===== config.mk =====
export PLATFORM = sky130hd
export DESIGN_NAME = timed_drive_controller
export DESIGN_NICKNAME = d
export VERILOG_FILES = /design/src/tdc_pkg.sv /design/src/tdc_step.sv /design/src/timed_drive_controller.sv
export VERILOG_INCLUDE_DIRS = /design/src /design/src/src
export SDC_FILE = /design/constraint.sdc
export NUM_CORES = 1
export LEC_CHECK = 0
export BUFFER_PORTS_ARGS = -buffer_cell sky130_fd_sc_hd__buf_4
export CAP_MARGIN = 20
export CORE_MARGIN = 4
export CORE_UTILIZATION = 55
export DETAILED_ROUTE_END_ITERATION = 8
export HOLD_SLACK_MARGIN = 0.03
export PLACE_DENSITY = 0.81
export REMOVE_ABC_BUFFERS = 1
export SYNTH_ARGS = -nofsm -noshare
export SYNTH_HDL_FRONTEND = slang
export SYNTH_SLANG_ARGS = --single-unit

===== constraint.sdc =====
create_clock -name clock -period 21.6 [get_ports clock]
set_clock_uncertainty 0.15 [all_clocks]
set_input_delay 4.32 -clock clock [delete_from_list [all_inputs] [get_ports clock]]
set_output_delay 4.32 -clock clock [all_outputs]
set_load 0.1 [all_outputs]

===== src/timed_drive_controller_assert.svh =====
// Assertion macros for the timed drive controller.
// Included by the top level; expects a signal named clock and one named reset.
`ifndef TIMED_DRIVE_CONTROLLER_ASSERT_SVH
`define TIMED_DRIVE_CONTROLLER_ASSERT_SVH

// same-cycle implication
`define TDC_ASSERT_IMPL(label, ante, cons) \
   label: assert property (@(posedge clock) disable iff (reset) (ante) |-> (cons)) \
      else $error("timed drive controller: same-cycle check failed");

// next-cycle implication
`define TDC_ASSERT_NEXT(label, ante, cons) \
   label: assert property (@(posedge clock) disable iff (reset) (ante) |=> (cons)) \
      else $error("timed drive controller: next-cycle check failed");

`endif


===== src/tdc_pkg.sv =====
// Types and constants for the timed drive controller.
// No dependencies; used by tdc_step and timed_drive_controller.
`default_nettype none

package tdc_pkg;

   typedef enum logic [1:0] {
      OP_TICK     = 2'd0,
      OP_MOVE     = 2'd1,
      OP_HEADLIGHT = 2'd2,
      OP_ABORT    = 2'd3
   } op_type;

   localparam logic [3:0] ACT_IDLE       = 4'd0;
   localparam logic [3:0] ACT_BRAKE      = 4'd1;
   localparam logic [3:0] ACT_FWD        = 4'd2;
   localparam logic [3:0] ACT_BACK       = 4'd3;
   localparam logic [3:0] ACT_FWD_LEFT   = 4'd4;
   localparam logic [3:0] ACT_FWD_RIGHT  = 4'd5;
   localparam logic [3:0] ACT_BACK_LEFT  = 4'd6;
   localparam logic [3:0] ACT_BACK_RIGHT = 4'd7;
   localparam logic [3:0] ACT_COOLOFF    = 4'd8;

   localparam logic [2:0] LIGHT_ON = 3'd1;

   localparam logic [31:0] TICK_MS    = 32'd10;
   localparam logic [31:0] COOLOFF_MS = 32'd1000;
   localparam logic [6:0]  PWM_STEP   = 7'd10;
   localparam logic [6:0]  PWM_LAST   = 7'd90;

   typedef struct packed {
      op_type      op;
      logic [2:0]  action;
      logic [7:0]  power;
      logic [31:0] duration_ms;
      logic [31:0] cmd_opcode;
      logic [31:0] cmd_seq;
   } req_type;

   typedef struct packed {
      logic        drive_valid;
      logic        forward;
      logic        backward;
      logic        left;
      logic        right;
      logic        light;
      logic        resp_valid;
      logic [31:0] resp_opcode;
      logic [31:0] resp_seq;
      logic        announce_valid;
      logic [3:0]  announce_action;
   } rsp_type;

endpackage

`default_nettype wire


===== src/tdc_step.sv =====
// Controller state and the per-word update: move load, tick countdown, cool-off, PWM, headlight, abort, announce.
// Depends on tdc_pkg.
`default_nettype none

module tdc_step (
   input  wire                 clock,
   input  wire                 reset,
   input  wire                 step_en,
   input  tdc_pkg::req_type    item,
   output tdc_pkg::rsp_type    result
);

   logic [3:0]  action_ff,   action_in;
   logic [31:0] remain_ff,   remain_in;
   logic [7:0]  duty_ff,     duty_in;
   logic [6:0]  phase_ff,    phase_in;
   logic [31:0] opcode_ff,   opcode_in;
   logic [31:0] seq_ff,      seq_in;
   logic        light_ff,    light_in;
   logic        announce_ff, announce_in;

   always_comb begin
      logic        ending;
      logic [3:0]  act;
      logic [31:0] rem;
      logic        ann;
      logic        fwd, bwd, lft, rgt;

      action_in   = action_ff;
      remain_in   = remain_ff;
      duty_in     = duty_ff;
      phase_in    = phase_ff;
      opcode_in   = opcode_ff;
      seq_in      = seq_ff;
      light_in    = light_ff;
      announce_in = announce_ff;
      result      = '0;

      ending = (remain_ff != '0) && (remain_ff <= tdc_pkg::TICK_MS);
      act    = action_ff;
      rem    = remain_ff;
      ann    = announce_ff;
      fwd    = 1'b0;
      bwd    = 1'b0;
      lft    = 1'b0;
      rgt    = 1'b0;

      unique case (item.op)
         tdc_pkg::OP_TICK: begin
            if (ending && (action_ff == tdc_pkg::ACT_COOLOFF ||
                           action_ff == tdc_pkg::ACT_IDLE)) begin
               result.resp_valid  = 1'b1;
               result.resp_opcode = opcode_ff;
               result.resp_seq    = seq_ff;
               act = tdc_pkg::ACT_IDLE;
               rem = '0;
               ann = 1'b1;
            end else if (ending) begin
               act = tdc_pkg::ACT_COOLOFF;
               rem = tdc_pkg::COOLOFF_MS;
               ann = 1'b1;
            end

            unique case (act)
               tdc_pkg::ACT_BRAKE:      begin fwd = 1'b1; bwd = 1'b1; end
               tdc_pkg::ACT_FWD:        fwd = 1'b1;
               tdc_pkg::ACT_BACK:       bwd = 1'b1;
               tdc_pkg::ACT_FWD_LEFT:   begin fwd = 1'b1; lft = 1'b1; end
               tdc_pkg::ACT_FWD_RIGHT:  begin fwd = 1'b1; rgt = 1'b1; end
               tdc_pkg::ACT_BACK_LEFT:  begin bwd = 1'b1; lft = 1'b1; end
               tdc_pkg::ACT_BACK_RIGHT: begin bwd = 1'b1; rgt = 1'b1; end
               default: ;
            endcase

            // duty gate: phase walks 0,10,..,90 so duty of 100+ is always on
            if ({1'b0, phase_ff} >= duty_ff) begin
               fwd = 1'b0;
               bwd = 1'b0;
            end
            phase_in = (phase_ff == tdc_pkg::PWM_LAST) ? '0 : phase_ff + tdc_pkg::PWM_STEP;

            result.drive_valid = 1'b1;
            result.forward     = fwd;
            result.backward    = bwd;
            result.left        = lft;
            result.right       = rgt;
            result.light       = light_ff;

            if (ann) begin
               result.announce_valid  = 1'b1;
               result.announce_action = act;
            end

            action_in   = act;
            announce_in = 1'b0;
            // sub-step remainders are left alone; they still end the move next tick
            remain_in   = (rem >= tdc_pkg::TICK_MS) ? rem - tdc_pkg::TICK_MS : rem;
         end
         tdc_pkg::OP_MOVE: begin
            announce_in = 1'b1;
            action_in   = {1'b0, item.action};
            remain_in   = item.duration_ms;
            duty_in     = item.power;
            phase_in    = '0;
            opcode_in   = item.cmd_opcode;
            seq_in      = item.cmd_seq;
         end
         tdc_pkg::OP_HEADLIGHT: begin
            light_in           = (item.action == tdc_pkg::LIGHT_ON);
            result.resp_valid  = 1'b1;
            result.resp_opcode = item.cmd_opcode;
            result.resp_seq    = item.cmd_seq;
         end
         tdc_pkg::OP_ABORT: begin
            remain_in          = tdc_pkg::TICK_MS;
            result.resp_valid  = 1'b1;
            result.resp_opcode = item.cmd_opcode;
            result.resp_seq    = item.cmd_seq;
         end
      endcase
   end

   always_ff @(posedge clock) begin
      if (reset) begin
         action_ff   <= tdc_pkg::ACT_IDLE;
         remain_ff   <= '0;
         duty_ff     <= '0;
         phase_ff    <= '0;
         opcode_ff   <= '0;
         seq_ff      <= '0;
         light_ff    <= 1'b0;
         announce_ff <= 1'b0;
      end else if (step_en) begin
         action_ff   <= action_in;
         remain_ff   <= remain_in;
         duty_ff     <= duty_in;
         phase_ff    <= phase_in;
         opcode_ff   <= opcode_in;
         seq_ff      <= seq_in;
         light_ff    <= light_in;
         announce_ff <= announce_in;
      end
   end

endmodule

`default_nettype wire


===== src/timed_drive_controller.sv =====
// Timed drive controller: request register, step logic, result register.
// Path: an accepted request waits in the request register, then its result is held in the
// result register; a stalled result holds the request in the request register.
// Throughput: one word per cycle while the result is not stalled; the step logic is a single
// pass of compares and a 32-bit decrement between the two registers.
// Reset: synchronous, active high; clears both valid bits and all controller state.
`default_nettype none
`include "timed_drive_controller_assert.svh"

module timed_drive_controller (
   input  wire                 clock,
   input  wire                 reset,
   input  wire                 req_valid,
   output logic                req_stall,
   input  tdc_pkg::req_type    req_data,
   output logic                rsp_valid,
   input  wire                 rsp_stall,
   output tdc_pkg::rsp_type    rsp_data
);

   logic              in_valid_ff, in_valid_in;
   tdc_pkg::req_type  in_ff;
   logic              out_valid_ff, out_valid_in;
   tdc_pkg::rsp_type  out_ff;
   tdc_pkg::rsp_type  step_result;
   logic              out_ready;
   logic              advance;
   logic              req_take;

   assign out_ready = !out_valid_ff || !rsp_stall;
   assign advance   = in_valid_ff && out_ready;
   assign req_stall = in_valid_ff && !out_ready;
   assign req_take  = req_valid && !req_stall;

   assign in_valid_in  = req_take || (in_valid_ff && !advance);
   assign out_valid_in = out_ready ? advance : out_valid_ff;

   tdc_step u_step (
      .clock   (clock),
      .reset   (reset),
      .step_en (advance),
      .item    (in_ff),
      .result  (step_result)
   );

   always_ff @(posedge clock) begin
      if (reset) begin
         in_valid_ff  <= 1'b0;
         out_valid_ff <= 1'b0;
      end else begin
         in_valid_ff  <= in_valid_in;
         out_valid_ff <= out_valid_in;
      end
   end

   always_ff @(posedge clock) begin
      if (req_take) begin
         in_ff <= req_data;
      end
      if (advance) begin
         out_ff <= step_result;
      end
   end

   assign rsp_valid = out_valid_ff;
   assign rsp_data  = out_ff;

   `TDC_ASSERT_IMPL(a_stall_only_when_full, req_stall, in_valid_ff && rsp_valid && rsp_stall)
   `TDC_ASSERT_NEXT(a_advance_gives_result, advance, rsp_valid)
   `TDC_ASSERT_IMPL(a_announce_on_tick, rsp_valid && rsp_data.announce_valid, rsp_data.drive_valid)

endmodule

`default_nettype wire

==> results of run 1 <==
-- worst max path at each step --
| stage | endpoint | slack, ns | cells past startpoint |
|---|---|---|---|
| finish | req_stall | 12.16 | 3 |
| global route | req_stall | 12.12 | 3 |
| CTS | req_stall | 12.15 | 3 |
| detailed placement | req_stall | 12.15 | 3 |
| global placement | req_stall | 12.18 | 3 |
| floorplan | in_ff[0] | 11.08 | 2 |
-- worst max-delay path: cells and delay by family --
family,cells,cell delay (ns)
AND/OR/NAND/NOR,1,0.24
buffers and inverters,2,0.41
-- final cells by class --
type	instances	area, um^2
Fill cell	1509	6540
Multi-Input combinational cell	630	3650
Clock inverter	19	209
Sequential cell	303	7920
Clock buffer	39	836
Inverter	16	61.3
Timing Repair Buffer	205	1540
Tap cell	275	344
-- per-stage QoR --
step,hold WS (ns),instances,worst slack (ns)
detailed placement,0.293,1429,12.15
floorplan,0.271,949,11.08
finish,0.298,1487,12.16
global route,0.318,1487,12.12
global placement,0.288,1429,12.18
CTS,0.300,1487,12.15
-- layout by cell type, fill, tap and decap left out, drive strengths merged, types with 7 or more instances in the layout --
cell type / synthesis / layout
dfxtp: 118 / 118
a22o: 64 / 64
clkinv: 1 / 11
nand2: 195 / 195
or3: 8 / 8
nor4: 12 / 12
nor2b: 9 / 9
inv: 15 / 18
nand4: 9 / 9
a22oi: 8 / 8
nand3: 18 / 18
nor3: 15 / 15
edfxtp: 185 / 185
ha: 7 / 7
o21ai: 30 / 30
buf: 6 / 205
clkbuf: 56 / 39
a221oi: 8 / 8
a21oi: 102 / 102
nor2: 48 / 48
and3: 7 / 7
-- routing by layer --
| layer | wire [um] | GRT usage | vias up |
|---|---|---|---|
| li1 | - | - | 4096 |
| met1 | 11300 | 0.291 | 4182 |
| met2 | 13900 | 0.384 | 344 |
| met3 | 2080 | 0.0462 | 64 |
| met4 | 875 | 0.0694 | 0 |
| met5 | 0 | 0 | - |
-- sequential cells by signal, summed over array words and instances, names as in the netlist --
name,count
u_step.phase_ff,6
in_ff,109
u_step.remain_ff,32
u_step.opcode_ff,32
rsp_data,76
u_step.seq_ff,32
in_valid_ff,1
u_step.action_ff,4
rsp_valid,1
u_step.duty_ff,8
u_step.light_ff,1
u_step.announce_ff,1
-- cell usage after synthesis (2+ instances only) --
cell type  count
a311oi_1       2
a221oi_1       8
o21ai_0       30
nand3_1       18
and2_1         2
xor2_1         3
a21boi_0       3
or4_1          4
a31oi_1        3
o311ai_0       3
buf_2          3
mux2i_1        4
buf_1          2
o221ai_1       3
or3_1          8
nand2_1      194
inv_1         15
a32oi_1        3
nor3_1        14
nor2b_1        9
nand3b_1       3
a21oi_1      102
nor4_1         7
o211a_1        2
dfxtp_1      118
nand2b_1       2
o21a_1         5
a22oi_1        8
clkbuf_1      56
ha_1           7
o31a_1         4
o211ai_1       5
a211oi_1       3
edfxtp_1     185
o22ai_1        6
and3_1         7
a22o_1        64
nand4_1        7
xnor2_1        3
nor4_2         4
o311a_1        3
nor2_1        48
a21o_1         5
or2_2          3
-- kinds of logic (layout without fill, tap and decap cells) --
kind of cell	count (synthesis)	count (layout)
AOI/OAI and AO/OA	272	272
DFF	303	303
and+or+nand+nor	340	340
buffers and inverters	78	279
adders and majority gates	7	7
muxes	5	5
xor gates and xnor gates	6	6
-- power by group through the flow --
stage          Sequential, mW  Combinational (mW)  Clock (mW)
2_1_floorplan           0.721              0.0935           0
3_3_place_gp            0.670               0.203           0
3_5_place_dp            0.671               0.206           0
4_1_cts                 0.659               0.207       0.544
5_1_grt                 0.662               0.223       0.569
6_report                0.660               0.208       0.535
==> results.ini, run 1 <==
[final_layout]
nets = 1307
n_antenna_cell = 0
drive_gt1_frac = 0.229
final_util = 0.690
synthToLayoutAreaGrowth_pct = 22.9
fin_area_um2 = 14600

[placement]
globalplace.congestion = 0.932
dpl.hpwl_um = 17600
place_area_um2 = 13500
portBuffers = 190

[synth]
synth.distinct_cells = 67
synth_top_area_frac = 0.469
synth_top_family_by_area = compound AO/OA/AOI/OAI gates
synth-edff-count = 185
syn_area_per_cell_um2 = 11.7
yosys.area.top_type = edfxtp_1
synth_simple_gate_area_frac = 0.132
synth_adder_area_share = 0.00739
synthMuxAreaShare = 0.00433
synth_top_cells_by_area = edfxtp_1 47%, dfxtp_1 20%, nand2_1 6.1%
synth_area_um2 = 11800
synth_compound_gate_area_share = 0.157
ys_ff_latch = 303
ys.flop_type = edfxtp_1
yosysWarnings = 0
synthXorXnorAreaFrac = 0.00444
ys_seq_area_frac = 0.668
synth-async-reset-ratio = 0
synth_cells = 1011

[setup_path]
crit_top_cell = buf_4
startpoint = rsp_stall
reg2reg_depth = 8
start_kind = primary input
critPathKind = in -> out
cp_slowest_cell = buf_4
critPathRequiredTime_ns = 17.13
reg2reg_setup_slack_ns = 18.32
crit_fanout = 3
cp-end-kind = output pin
r2r_start = rsp_valid
cp.arrival_ns = 4.97
slowest_delay_ns = 0.32
r2r_end = u_step.remain_ff[21]
crit_chain = buf_4, and3_1, buf_4

[route]
vias = 8686
via_per_inst = 5.84
drc = 0
ant_nets = 0
wl_per_cell_um = 18.9
wirelength_um = 28200
first_iter_violations = 692
dr.pass1.iters = 5

[die]
row_count = 53
core_um2 = 21100
boundaryPins = 191
die_area_um2 = 23900
initial_core_util = 0.562
chipWidth_um = 155
die_h_um = 155

[clock_tree]
root_buffer = clkbuf_16
h-tree-depth = 1
cts_tree = built
clk_latency_ns = 0.56
post_cts_buffers = 0
clkTransAtPathRegs_ns = 0.06
post_cts_resized = 0
hold_buffers = 0
cts.sinks = 303
clk_path_buf_depth = 3
numCtsBuffers = 31

[sta]
fin_crit_sh = 0.437
worst_slew_pin_slew_ns = 0.850
max_slew_margin = 0.433
report.final.slew_viol_count = 0
rsz0062_at_grt = false
setup_viol = 0
fin_setup_tns_ns = 0
hold_viol = 0
layout_min_cycle_time_ns = 9.44
clock.fmax_mhz = 106

[global_routing]
overflow = 0
grt_usage = 0.225
grt_max_degree = 65
grt_pass1_wl_um = 43700
antenna_found_initial = 0
grt_pass1_vias = 8382

[flow_run]
maxCapViolCount = 0

[pwr]
internal-power_mw = 1.02
p_leak_nw = 5.39
p_sw_mw = 0.380
power_mw = 1.40
p_comb_frac = 0.148
pwr-share-seq = 0.470
ir_drop_mv = 0.0847
power_density_nw_per_um2 = 96.4
p_clk_frac = 0.381
switching_share = 0.271

[min_path]
whs_endpoint = u_step.light_ff
min_path_type = reg -> reg
worstHoldStart = u_step.light_ff
hold_depth = 2

[run_status]
outcome = finished clean

Power figures use the tool's default switching activity.
==> run 2, diff against run 1 <==
- ABC_AREA: default -> 1
- clock period: 21.6 -> 9 ns (I/O delays scaled with it)
==> results.ini, run 2 <==
[setup_path]
cp-end-kind = output pin
cp.arrival_ns = 2.39  ; -2.58 ns
crit_chain = buf_4, nand2_1, nor2_1, buf_4
critPathRequiredTime_ns = 7.05  ; -10.08 ns
worst-path-buf-inv = 2  ; unchanged
crit_fanout = 3  ; unchanged
cp_slowest_cell = buf_4
critPathKind = in -> out
cpLargestDelayFamily = buffers and inverters
crit_top_cell = buf_4
slowest_delay_ns = 0.31  ; about the same
start_kind = primary input

[pwr]
p_sw_mw = 0.889  ; +130%
switching_share = 0.266  ; -0.00459
ir_drop_mv = 0.171  ; +100%
p_leak_nw = 6.14  ; +14%
pwr-share-seq = 0.477  ; +0.007
p_comb_frac = 0.137  ; -0.011
p_clk_frac = 0.386  ; +0.005
power_density_nw_per_um2 = 224  ; +130%
internal-power_mw = 2.45  ; +140%

[clock_tree]
post_cts_buffers = 0  ; unchanged
cts.sinks = 303  ; unchanged
clkTransAtPathRegs_ns = 0.06  ; about the same
cts_tree = built
numCtsBuffers = 31  ; unchanged
clk_path_buf_depth = 3  ; unchanged
root_buffer = clkbuf_16
post_cts_resized = 0  ; unchanged
h-tree-depth = 1  ; unchanged
clk_latency_ns = 0.57  ; about the same
hold_buffers = 0  ; unchanged

[die]
chipWidth_um = 157  ; +1.6%
initial_core_util = 0.561  ; -0.000932
row_count = 54  ; +1.9%
die_h_um = 157  ; +1.6%
boundaryPins = 191  ; unchanged
die_area_um2 = 24700  ; +3.1%
core_um2 = 21800  ; +3.5%

[route]
first_iter_violations = 739  ; +6.8%
wirelength_um = 30000  ; +6.6%
route.met3.wl_um = 2480  ; +19%
ant_nets = 0  ; unchanged
vias = 9238  ; +6.4%
dr.max_layer_used = met4
wl_met2_um = 14400  ; +3.2%
met1_length_um = 12300  ; +8.8%
via_per_inst = 5.68  ; -2.8%
dr.pass1.iters = 5  ; unchanged
drc = 0  ; unchanged
wl_per_cell_um = 18.5  ; -2.6%

[synth]
synth.distinct_cells = 39  ; -42%
yosys-top-cells-count = 209 x nor2_1, 185 x edfxtp_1, 120 x nand2_1
ys_ff_latch = 303  ; unchanged
ys_seq_area_frac = 0.647  ; -0.0215
synth-edff-count = 185  ; unchanged
synth_top_area_frac = 0.454  ; -0.0151
yosysMostFrequentCell = nor2_1
yosys.area.top_type = edfxtp_1
synth_cells = 1151  ; +14%
synth-async-reset-ratio = 0  ; unchanged
yosysWarnings = 0  ; unchanged
synth_top_cells_by_area = edfxtp_1 45%, dfxtp_1 19%, nor2_1 6.4%
syn_area_per_cell_um2 = 10.6  ; -9.2%
synth_area_um2 = 12200  ; +3.3%
ys.flop_type = edfxtp_1

[sta]
hold_viol = 0  ; unchanged
setup_slack_ns = 4.66  ; -7.50 ns
rsz0062_at_grt = false
setup_viol = 0  ; unchanged
worst_slew_pin_slew_ns = 1.03  ; +0.181 ns
layout_min_cycle_time_ns = 4.34
fin_crit_sh = 0.482
report.final.slew_viol_count = 0  ; unchanged
fin_setup_tns_ns = 0  ; unchanged
max_slew_margin = 0.312  ; -0.121
clock.fmax_mhz = 231

[placement]
portBuffers = 190  ; unchanged
place_area_um2 = 13900  ; +2.7%
dp_slack_ns = 4.64  ; -7.51 ns
globalplace.congestion = 0.926  ; -0.68%
dpl.hpwl_um = 18600  ; +6.1%

[final_layout]
mostFrequentLayoutCells = 205 x nor2_1, 200 x buf_4, 185 x edfxtp_1, 120 x nand2_1, 118 x dfxtp_1
final_util = 0.684  ; -0.00618
n_antenna_cell = 0  ; unchanged
regMostFlops = in_ff
largest_reg_flops = 109  ; unchanged
final_common_cell = nor2_1
synthToLayoutAreaGrowth_pct = 22.0
drive_gt1_frac = 0.223  ; -0.00591
fin_area_um2 = 14900  ; +2.6%
nets = 1442  ; +10%

[global_routing]
overflow = 0  ; unchanged
grt_max_degree = 108  ; +66%
antenna_found_initial = 0  ; unchanged
grt_pass1_wl_um = 47900  ; +9.6%
grt_pass1_vias = 9332  ; +11%
grt_usage = 0.240  ; +0.0148

[run_status]
outcome = finished clean

[min_path]
min_path_type = reg -> reg

[flow_run]
maxCapViolCount = 0  ; unchanged

-- run 2: changes by cell type in the layout (fill, tap and decap cells not counted), moves of 8 or more --
cell and delta:
a221oi_1 -8, a22o_1 -64, nor2_1 +158, nand3_1 +18
a21oi_1 -21, nand3_2 +15, inv_1 +48, nor2b_1 -8
inv_2 +8, a32o_1 +64, o21ai_0 +83, or3_1 -8
a22oi_1 -8, nand2_1 -73
-- run 2: per-stage QoR --
stage	total power, mW	cells	hold slack (ns)
after floorplan	1.93	1087	0.285
after global placement	2.07	1567	0.295
after detailed placement	2.07	1568	0.303
after CTS	3.36	1626	0.313
after global routing	3.47	1627	0.354
final	3.34	1627	0.312
-- run 2: final cells by class --
type / instances / area [um^2]
timing repair buffer: 202 / 1540
clock inverter: 13 / 159
clock buffer: 45 / 878
inverter: 72 / 273
fill: 1602 / 6900
tap: 280 / 350
sequential: 303 / 7920
multi-input combinational: 712 / 3800
-- run 2: cells by family (layout without fill, tap and decap cells) --
family          after synthesis  count (layout)  share of synthesized area
flops                       303             303                      0.647
simple gates                426             426                      0.156
compound gates              276             276                      0.143
xor+xnor                      3               3                    0.00215
fa+ha+maj                     7               7                    0.00716
buf+inv                     136             332                     0.0442
-- run 2: power by group through the flow --
stage	Sequential, mW	Clock (mW)	Combinational (mW)
2_1_floorplan	1.73	0	0.203
3_3_place_gp	1.62	0	0.446
3_5_place_dp	1.62	0	0.454
4_1_cts	1.59	1.31	0.455
5_1_grt	1.60	1.37	0.497
6_report	1.59	1.29	0.456
-- run 2: path summary, 6_finish.rpt --
kind | from | end | slack [ns] | cells past startpoint
worst max register to register | in_ff[107] | u_step.duty_ff[6] | 5.52 | 10
worst min register to register | u_step.duty_ff[5] | u_step.duty_ff[5] | 0.31 | 2
worst min-delay path | u_step.duty_ff[5] | u_step.duty_ff[5] | 0.31 | 2
worst max-delay path | rsp_stall | req_stall | 4.66 | 4
-- run 2: metal layers --
layer,vias to the layer above,global-route usage
li1,4412,-
met1,4379,0.315
met2,389,0.401
met3,58,0.0531
met4,0,0.0729
met5,-,0
-- run 2: tightest hold or removal path, cell delays in order, from the launching register on --
cell     delay (ns)
dfxtp_1        0.29
inv_1          0.06
a21oi_1        0.06
